## src/design/adsd_pkg.sv

```systemverilog
// ----------------------------------------------------------------------------
// adsd_pkg
// Shared types, operation codes and the 14-segment font for the
// alphanumeric display scan driver.
// ----------------------------------------------------------------------------
package adsd_pkg;

    localparam int SCAN_STEP_W = 4;
    localparam int CODE_W      = 8;
    localparam int BYTE_W      = 8;
    localparam int HALF_W      = 7;
    localparam int FONT_DEPTH  = 96;
    localparam int FONT_IDX_W  = 7;

    localparam logic [CODE_W-1:0] BLANK_CODE = 8'h20;
    localparam logic [CODE_W-1:0] FIRST_CODE = 8'h20;

    typedef enum logic [1:0] {
        OP_WRITE_CHAR = 2'd0,
        OP_SET_FLAGS  = 2'd1,
        OP_SCAN_TICK  = 2'd2
    } op_t;

    typedef struct packed {
        logic              valid;
        logic [BYTE_W-1:0] digit_select;
        logic [BYTE_W-1:0] segment_byte;
    } scan_result_t;

    // per printable code 32..127: {half one mask, half two mask}, bit k lit
    localparam logic [15:0] FONT_TABLE [FONT_DEPTH] = '{
        16'h0000, 16'h7F7F, 16'h0000, 16'h0000, 16'h0000, 16'h0000, 16'h0000, 16'h0004,
        16'h0000, 16'h0000, 16'h0000, 16'h4025, 16'h0000, 16'h4001, 16'h0000, 16'h0048,
        16'h3F00, 16'h0024, 16'h5B01, 16'h0F01, 16'h6601, 16'h6D01, 16'h7D01, 16'h0128,
        16'h7F01, 16'h6F01, 16'h0000, 16'h0000, 16'h0018, 16'h0000, 16'h0042, 16'h0000,
        16'h0000, 16'h7701, 16'h7918, 16'h3900, 16'h3042, 16'h7901, 16'h7101, 16'h3D01,
        16'h7601, 16'h0924, 16'h1F00, 16'h7018, 16'h3800, 16'h360A, 16'h3612, 16'h3F00,
        16'h7301, 16'h3F10, 16'h7311, 16'h6D01, 16'h0124, 16'h3E00, 16'h0612, 16'h3650,
        16'h005A, 16'h002A, 16'h4949, 16'h0000, 16'h0012, 16'h0000, 16'h0000, 16'h0800,
        16'h0000, 16'h7701, 16'h7918, 16'h3900, 16'h3042, 16'h7901, 16'h7101, 16'h3D01,
        16'h7601, 16'h0924, 16'h1F00, 16'h7018, 16'h3800, 16'h360A, 16'h3612, 16'h3F00,
        16'h7301, 16'h3F10, 16'h7311, 16'h6D01, 16'h0124, 16'h3E00, 16'h0612, 16'h3650,
        16'h005A, 16'h002A, 16'h4949, 16'h0000, 16'h0024, 16'h0000, 16'h0000, 16'h0000
    };

    // active-low segment byte for one font half, bit 0 always high
    function automatic logic [BYTE_W-1:0] seg_lookup(input logic [CODE_W-1:0] code,
                                                     input logic half);
        logic [FONT_IDX_W-1:0] idx;
        logic [15:0]           entry;
        logic [HALF_W-1:0]     mask;
        idx   = FONT_IDX_W'(code[6:0] - FIRST_CODE[6:0]);
        entry = FONT_TABLE[idx];
        mask  = half ? entry[6:0] : entry[14:8];
        // codes outside the printable range show the blank entry
        if (code[7] || (code[6:5] == 2'b00)) begin
            mask = '0;
        end
        return {~mask, 1'b1};
    endfunction

endpackage

```

## src/design/adsd_scan_core.sv

```systemverilog
// ----------------------------------------------------------------------------
// adsd_scan_core
// Character store, colon/dot flags and scan sequencer; forms the select
// and segment bytes for each scan tick.
// ----------------------------------------------------------------------------
module adsd_scan_core #(
    parameter int NUM_CHARS = 4
) (
    input  logic                  aclk,
    input  logic                  aresetn,
    input  logic                  accept,
    input  adsd_pkg::op_t         operation,
    input  logic [1:0]            char_position,
    input  logic [7:0]            char_code,
    input  logic                  colon_on,
    input  logic                  dot_on,
    output adsd_pkg::scan_result_t result
);
    import adsd_pkg::*;

    localparam int POS_W = (NUM_CHARS > 1) ? $clog2(NUM_CHARS) : 1;
    localparam logic [SCAN_STEP_W-1:0] LAST_STEP = SCAN_STEP_W'(2 * NUM_CHARS);

    logic [CODE_W-1:0]      char_store_reg  [NUM_CHARS];
    logic [CODE_W-1:0]      char_store_next [NUM_CHARS];
    logic [SCAN_STEP_W-1:0] scan_step_reg, scan_step_next;
    logic [CODE_W-1:0]      latched_reg, latched_next;
    logic                   colon_reg, colon_next;
    logic                   dot_reg, dot_next;

    logic                   pos_hit;
    logic                   is_last;
    logic [POS_W-1:0]       char_idx;
    logic [CODE_W-1:0]      shown_char;

    always_ff @(posedge aclk) begin
        if (!aresetn) begin
            for (int i = 0; i < NUM_CHARS; i++) begin
                char_store_reg[i] <= BLANK_CODE;
            end
            scan_step_reg <= '0;
            latched_reg   <= BLANK_CODE;
            colon_reg     <= 1'b0;
            dot_reg       <= 1'b0;
        end else begin
            char_store_reg <= char_store_next;
            scan_step_reg  <= scan_step_next;
            latched_reg    <= latched_next;
            colon_reg      <= colon_next;
            dot_reg        <= dot_next;
        end
    end

    always_comb begin
        char_store_next = char_store_reg;
        scan_step_next  = scan_step_reg;
        latched_next    = latched_reg;
        colon_next      = colon_reg;
        dot_next        = dot_reg;

        pos_hit    = ({1'b0, char_position} < 3'(NUM_CHARS));
        is_last    = (scan_step_reg >= LAST_STEP);
        char_idx   = scan_step_reg[POS_W:1];
        // even steps show the character being latched, odd steps the latched one
        shown_char = scan_step_reg[0] ? latched_reg : char_store_reg[char_idx];

        result.valid        = accept && (operation == OP_SCAN_TICK);
        result.digit_select = is_last ? 8'hFF : ~(8'd1 << scan_step_reg[2:0]);
        result.segment_byte = is_last ? {5'b11111, ~colon_reg, ~dot_reg, 1'b0}
                                      : seg_lookup(shown_char, scan_step_reg[0]);

        if (accept) begin
            unique case (operation)
                OP_WRITE_CHAR: begin
                    if (pos_hit) begin
                        char_store_next[char_position[POS_W-1:0]] = char_code;
                    end
                end
                OP_SET_FLAGS: begin
                    colon_next = colon_on;
                    dot_next   = dot_on;
                end
                OP_SCAN_TICK: begin
                    if (is_last) begin
                        scan_step_next = '0;
                    end else begin
                        if (!scan_step_reg[0]) begin
                            latched_next = char_store_reg[char_idx];
                        end
                        scan_step_next = scan_step_reg + 1'b1;
                    end
                end
                default: begin
                end
            endcase
        end
    end

`ifndef NO_ASSERTIONS
    a_step_in_range: assert property (@(posedge aclk) disable iff (!aresetn)
        scan_step_reg <= LAST_STEP)
        else $error("scan step beyond last step");

    a_wrap_after_last: assert property (@(posedge aclk) disable iff (!aresetn)
        (accept && operation == OP_SCAN_TICK && is_last) |=> (scan_step_reg == '0))
        else $error("scan did not wrap after last step");

    a_latch_hold_last: assert property (@(posedge aclk) disable iff (!aresetn)
        (accept && operation == OP_SCAN_TICK && is_last) |=> $stable(latched_reg))
        else $error("latched character changed on last step");

    a_flags_hold: assert property (@(posedge aclk) disable iff (!aresetn)
        !(accept && operation == OP_SET_FLAGS) |=> ($stable(colon_reg) && $stable(dot_reg)))
        else $error("colon or dot flag changed without a set request");
`endif

endmodule

```

## src/design/adsd_out_stage.sv

```systemverilog
// ----------------------------------------------------------------------------
// adsd_out_stage
// Result register between the scan core and the master port; takes a new
// request whenever the held result is empty or being taken.
// ----------------------------------------------------------------------------
module adsd_out_stage (
    input  logic                   aclk,
    input  logic                   aresetn,
    input  adsd_pkg::scan_result_t result,
    output logic                   in_ready,
    output logic                   m_tvalid,
    input  logic                   m_tready,
    output logic [15:0]            m_tdata
);
    import adsd_pkg::*;

    logic              valid_reg, valid_next;
    logic [BYTE_W-1:0] select_reg;
    logic [BYTE_W-1:0] segment_reg;

    assign in_ready = !valid_reg || m_tready;
    assign m_tvalid = valid_reg;
    assign m_tdata  = {segment_reg, select_reg};

    always_comb begin
        valid_next = valid_reg;
        if (in_ready) begin
            valid_next = result.valid;
        end
    end

    always_ff @(posedge aclk) begin
        if (!aresetn) begin
            valid_reg <= 1'b0;
        end else begin
            valid_reg <= valid_next;
        end
    end

    always_ff @(posedge aclk) begin
        if (in_ready && result.valid) begin
            select_reg  <= result.digit_select;
            segment_reg <= result.segment_byte;
        end
    end

endmodule

```

## src/design/alnum_display_scan_driver.sv

```systemverilog
// ----------------------------------------------------------------------------
// alnum_display_scan_driver
// Scan driver for a multiplexed four-character 14-segment display.
// ----------------------------------------------------------------------------
// One request is taken per clock while s_tready is high. Character writes
// and colon/dot updates change state and give no result; each scan tick
// gives one result from the result register, selecting the next of
// 2*NUM_CHARS+1 scan steps. The font lookup and step counter sit between
// the stored state and that register, and s_tready follows m_tready
// whenever a result is held. No clearing pass follows reset.
module alnum_display_scan_driver #(
    parameter int NUM_CHARS = 4
) (
    input  logic        aclk,
    input  logic        aresetn,
    input  logic        s_tvalid,
    output logic        s_tready,
    // operation[1:0], char_position[3:2], char_code[11:4], colon_on[12], dot_on[13]
    input  logic [15:0] s_tdata,
    output logic        m_tvalid,
    input  logic        m_tready,
    // digit_select[7:0], segment_byte[15:8]
    output logic [15:0] m_tdata
);
    import adsd_pkg::*;

    logic         accept;
    scan_result_t result;

    assign accept = s_tvalid && s_tready;

    adsd_scan_core #(
        .NUM_CHARS (NUM_CHARS)
    ) u_core (
        .aclk          (aclk),
        .aresetn       (aresetn),
        .accept        (accept),
        .operation     (op_t'(s_tdata[1:0])),
        .char_position (s_tdata[3:2]),
        .char_code     (s_tdata[11:4]),
        .colon_on      (s_tdata[12]),
        .dot_on        (s_tdata[13]),
        .result        (result)
    );

    adsd_out_stage u_out (
        .aclk     (aclk),
        .aresetn  (aresetn),
        .result   (result),
        .in_ready (s_tready),
        .m_tvalid (m_tvalid),
        .m_tready (m_tready),
        .m_tdata  (m_tdata)
    );

endmodule

```

## config.mk

```make
export PLATFORM = sky130hd
export DESIGN_NAME = alnum_display_scan_driver
export DESIGN_NICKNAME = d
export VERILOG_FILES = /design/src/design/adsd_pkg.sv /design/src/design/adsd_scan_core.sv /design/src/design/adsd_out_stage.sv /design/src/design/alnum_display_scan_driver.sv
export SDC_FILE = /design/constraint.sdc
export NUM_CORES = 1
export LEC_CHECK = 0
export ABC_AREA = 0
export BUFFER_PORTS_ARGS = -buffer_cell sky130_fd_sc_hd__buf_4
export CAP_MARGIN = 20
export CORE_ASPECT_RATIO = 1.4
export CORE_MARGIN = 5
export CORE_UTILIZATION = 30
export CTS_CLUSTER_DIAMETER = 200
export DETAILED_ROUTE_END_ITERATION = 8
export PLACE_DENSITY = 0.46
export REMOVE_ABC_BUFFERS = 1
export SYNTH_ARGS = -nofsm -noshare
export SYNTH_HDL_FRONTEND = slang
export SYNTH_SLANG_ARGS = --single-unit
```

## constraint.sdc

```tcl
create_clock -name aclk -period 2.95 [get_ports aclk]
set_clock_uncertainty 0.1 [all_clocks]
set_input_delay 0.59 -clock aclk [delete_from_list [all_inputs] [get_ports aclk]]
set_output_delay 0.59 -clock aclk [all_outputs]
set_load 0.01 [all_outputs]
```

# Word-level counts from Yosys, hierarchy flattened
# Memory sizes are Yosys's and may differ from the RTL's.
# Cells that the tools add are included.
[word_totals]
register_bits = 63
rom_bits = 2048
in_bits = 20
memories = 1
[classes]
add_sub_neg = 2
n_lt_le_gt_ge = 5
n_eq_ne = 2
shift = 1
muxes = 13
n_bitwise = 8
n_reduce_logical = 13
[mem_list]
columns = ["name", "depth", "width", "read_ports", "rd_clocked_by_memory_dff", "wr", "line", "source"]
rows = [
  ["(no name shown)", 128, 16, 1, 0, 0, "adsd_pkg.sv:53", "entry = FONT_TABLE[idx];"],
]
[op_table]
columns = ["operator", "n"]
rows = [
  ["$bwmux W32", 1],
  ["$mux W8", 4],
  ["$mux W15", 2],
  ["$bmux W8 S2", 1],
  ["$demux W8 S2", 1],
  ["$mux W7", 2],
  ["$ge A8 B8 Y1 const B", 1],
  ["$not A7 Y8", 1],
  ["$not A8 Y8", 1],
  ["$shl A1 B3 Y8 const A", 1],
  ["$not A7 Y7", 1],
  ["$sub A7 B6 Y7 const B", 1],
  ["$ge A3 B3 Y1 const B", 2],
  ["$not A2 Y3", 2],
  ["$reduce_and A2 Y1", 3],
  ["$add A4 B1 Y4 const B", 1],
  ["$ge A4 B4 Y1 const B", 1],
  ["$logic_and A1 B1 Y1", 4],
  ["$logic_not A2 Y1", 2],
  ["$mux W4", 1],
  ["$lt A3 B1 Y1 const B", 1],
  ["$mux W3", 1],
  ["$not A1 Y1", 3],
  ["$reduce_and A3 Y1", 1],
  ["4 further kinds", 5],
]

# Depth between registers and ports, before layout
[logic_depth]
word_depth = 14
depth_mapped = 13

# Hierarchy
# A second synthesis with hierarchy kept.
[unflattened]
cells_unflattened = 427
hier_area_um2 = 3936.3
[modules_own_cells]
columns = ["mod", "instances", "cells_per_inst", "area_per_inst_um2"]
rows = [
  ["adsd_scan_core", 1, 405, 3392.0],
  ["adsd_out_stage", 1, 21, 538.0],
  ["alnum_display_scan_driver", 1, 1, 6.3],
]

# Worst setup path before layout
# OpenSTA, ideal clock, no wires.
[synth_path]
path_kind = "register to register"
start = "reg u_core.scan_step_reg[2]"
end = "reg u_out.segment_reg[2], data pin"
t_arrival_ns = 2.483
t_required_ns = 2.588
path_slack_ns = 0.105
path_stages_with_launch = 12
period_less_slack_ns = 2.845
path_cell_list = "dfxtp_1 > buf_4 > buf_4 > mux2i_1 > a22oi_1 > nand2_1 > ha_1 > inv_1 > o31a_1 > a32o_1 > a41oi_1 > o21ai_1"
[synth_rtl]
columns = ["item", "line", "source"]
rows = [
  ["from (decl)", "adsd_scan_core.sv:26", "logic [SCAN_STEP_W-1:0] scan_step_reg, scan_step_next;"],
  ["from (signal assigned)", "adsd_scan_core.sv:47", "scan_step_reg <= scan_step_next;"],
  ["to (signal assigned)", "adsd_out_stage.sv:43", "segment_reg <= result.segment_byte;"],
  ["to (decl)", "adsd_out_stage.sv:19", "logic [BYTE_W-1:0] segment_reg;"],
]

==> results.toml <==
[sta]
fin_tns_setup_ns = 0
finalHoldViolCount = 0
fmax_mhz = 358.4
slew_viol_final = 0
setup_viol = 0
max_slew_margin_pct = 58.27
post-route-min-period_ns = 2.790
period_share_pct = 94.59
grt_setup_unrepaired = "no"
worst_slew_pin_slew_ns = 0.6236

[worst_setup_path]
cp_max_fo = 6
r2r.worst_path.cells = 9
crit_path_end_kind = "flip-flop"
r2r_end = "u_out.segment_reg[2]"
cp_data_required_time_ns = 2.91
cp_cell_sequence = "mux2i_1 -> a22o_1 -> or2_4 -> ha_2 -> inv_1 -> o31a_1 -> a32o_1 -> a41oi_1 -> o21ai_1"
path_buf_inv = 1
cp-start-kind = "flip-flop"
reg2reg_from = "u_core.scan_step_reg[2]"
cpPeakStageDelay_ns = 0.42
arrival_ns = 2.75
critPathTopFamily = "compound AO/OA/AOI/OAI gates"
r2r_slack_ns = 0.16
slowest_stage = "dfxtp_2"
crit_type = "reg2reg"

[place]
dpl-instance-area_um2 = 4801
port_buffers = 35
dp_hpwl_um = 9375
gp_congestion = 0.9202

[yosys]
netlist_area_um2 = 4035
synthSimpleGateAreaFrac_pct = 19.07
postSynthAreaPerCell_um2 = 9.047
synthAdderAreaFrac_pct = 4.341
ys_async_sr_fraction_pct = 0
seq_area_frac_synth_pct = 35.22
synth_compound_area_share_pct = 21.55
synth.top_cell.area_share_pct = 23.32
synth-edff-count = 16
synth.area.mux_share_pct = 14.42
synthFlopType = "dfxtp_1"
synth_xor_area_share_pct = 0.4341
synthDistinctLibCells = 73
yosys_register_bits = 63
synth_top_family_by_area = "compound AO/OA/AOI/OAI gates"
ys_warn_count = 0
yosys-top-cells-area = "dfxtp_1 23%, edfxtp_1 12%, mux2i_1 11%"
synth_top_area_cell = "dfxtp_1"
synthCells = 446

[worst_hold_path]
min-delay-start = "u_core.latched_reg[4]"
hold_end = "u_core.latched_reg[4]"
hold_depth = 2
hold_path_class = "reg2reg"

[grt]
grt_pass1_wl_um = 19670
grt_usage_pct = 16.09
grt_max_degree = 48
grt_pass1_vias = 3629
grt_remaining_overflow = 0
antenna_found_initial = 0

[status]
status = "finished clean"

[layout]
largest_reg_flops = 32
antenna_cells = 0
area_growth_pct = 26.17
fin_area_um2 = 5091
nets = 549
nFillCells = 1406
final_layout_size_suffix_gt1_share_pct = 25.77

[drt]
num_vias = 3623
drt-initial-drc-count = 171
post_drt_wl_per_cell_um = 17.82
avgViaCountPerCell = 5.161
antenna_left = 0
drt-total-wl_um = 12510
first_pass_iters = 4
drc_errors = 0

[floorplan]
core_um2 = 13260
die-width_um = 108.0
io_pins = 38
die_h_um = 147.2
rows = 50
die-area_um2 = 15900
start_util_pct = 30.42

[power]
peakVddDrop_mv = 0.3177
total_power_uw = 2311
powerDensity_nw_per_um2 = 454.0
p_leak_uw = 0.001953

[clocking]
postCtsSetupBuffers = 0
clockBufferDepth = 2
cts_hold_buf = 0
clk_latency_ns = 0.34
cts.sinks = 63
htree_levels = 3
cts_tree = "built"
clk_pin_slew_ns = 0.05
cts_buffers = 9
cts-root-buf = "clkbuf_16"

[flow_run]
maxCapViolCount = 0
[synthesized netlist by cell type (6+ instances only)]
library cell and number:
nand3_1 13, nor3_1 6, a31oi_1 7, o21ai_0 22, nand2_1 59, a21boi_0 9
a21oi_1 22, inv_1 7, mux2i_1 45, nor2b_1 34, edfxtp_1 16, clkbuf_1 15
ha_1 14, dfxtp_1 47, nor2_1 17, buf_2 9
[metal layers]
layer  GRT usage [%]  vias up  share of wire, %
met4           10.17        0               5.5
li1                -     1775                 -
met2           27.12      111                50
met1           18.43     1699                40
met5               0        -                 0
met3           3.033       38               3.9
[cell type report]
type,instances,area [um^2],area share (%)
multi-input combinational,342,2425,47.63
tap,182,227.7,4.473
timing repair buffer,91,708.2,13.91
sequential,63,1425,27.99
inverter,8,30.03,0.5898
clock inverter,5,32.53,0.6390
clock buffer,11,242.7,4.768
[worst max path at each step]
stage                                  from                   end  slack (ns)  cells after the start
global placement    u_core.scan_step_reg[2]  u_out.segment_reg[2]       -0.05                      9
floorplan           u_core.scan_step_reg[0]  u_out.segment_reg[1]       -0.10                      7
CTS                 u_core.scan_step_reg[1]  u_out.segment_reg[2]        0.01                      8
detailed placement  u_core.scan_step_reg[2]  u_out.segment_reg[2]       -0.03                      9
global route        u_core.scan_step_reg[2]  u_out.segment_reg[4]       0.004                     11
finish              u_core.scan_step_reg[2]  u_out.segment_reg[2]        0.16                      9
[layout by cell type (no fill, tap or decap), types with 3 or more instances in the layout]
master / instances
a211oi_1: 3
a21boi_0: 9
a21oi_1: 22
a221oi_1: 3
a22o_1: 3
a22oi_1: 5
a31oi_1: 7
and2_1: 5
buf_4: 89
clkbuf_16: 9
dfxtp_1: 44
dfxtp_2: 3
edfxtp_1: 16
ha_1: 13
inv_1: 7
mux2i_1: 45
mux4_2: 3
nand2_1: 59
nand2b_1: 4
nand3_1: 13
nand4_1: 4
nor2_1: 17
nor2b_1: 33
nor3_1: 5
o211ai_1: 4
o21ai_0: 22
o221ai_1: 3
o22ai_1: 3
o31ai_1: 5
[stage by stage]
step                hold WS [ns]  util (%)  worst slack [ns]  cells
detailed placement        0.3583     36.20          -0.02839    686
CTS                       0.3666     38.28           0.01438    702
global placement          0.3484     36.20          -0.04871    686
global route              0.3934     38.39          0.004268    702
finish                    0.3621     38.39            0.1597    702
floorplan                 0.3343         -           -0.1002    413
[logic make-up (layout without fill, tap and decap cells)]
group                    Yosys count  after routing
flip-flops                        63             63
multiplexers                      52             52
buffers and inverters             41            115
AO/OA/AOI/OAI                    120            120
AND/OR/NAND/NOR                  154            154
adder cells (fa/ha/maj)           14             14
XOR/XNOR                           2              2
[worst min-delay path, stage by stage, from the launching register on]
cell,delay [ns]
dfxtp_1,0.30
nand2_1,0.04
a21boi_0,0.07
[repair_timing]
item | CTS | global route
cloned | 0 | 0
gates resized for setup | 1 | 8
endpoints found under the setup margin | 2 | 7
[report_power, final]
| part | internal (uW) | switching [uW] | total, uW |
|---|---|---|---|
| logic | 179 | 228 | 407 |
| clock network | 592 | 400 | 992 |
| registers | 904 | 7.82 | 912 |
| total | 1670 | 637 | 2310 |
No activity file was read; power rests on OpenSTA's default activity.
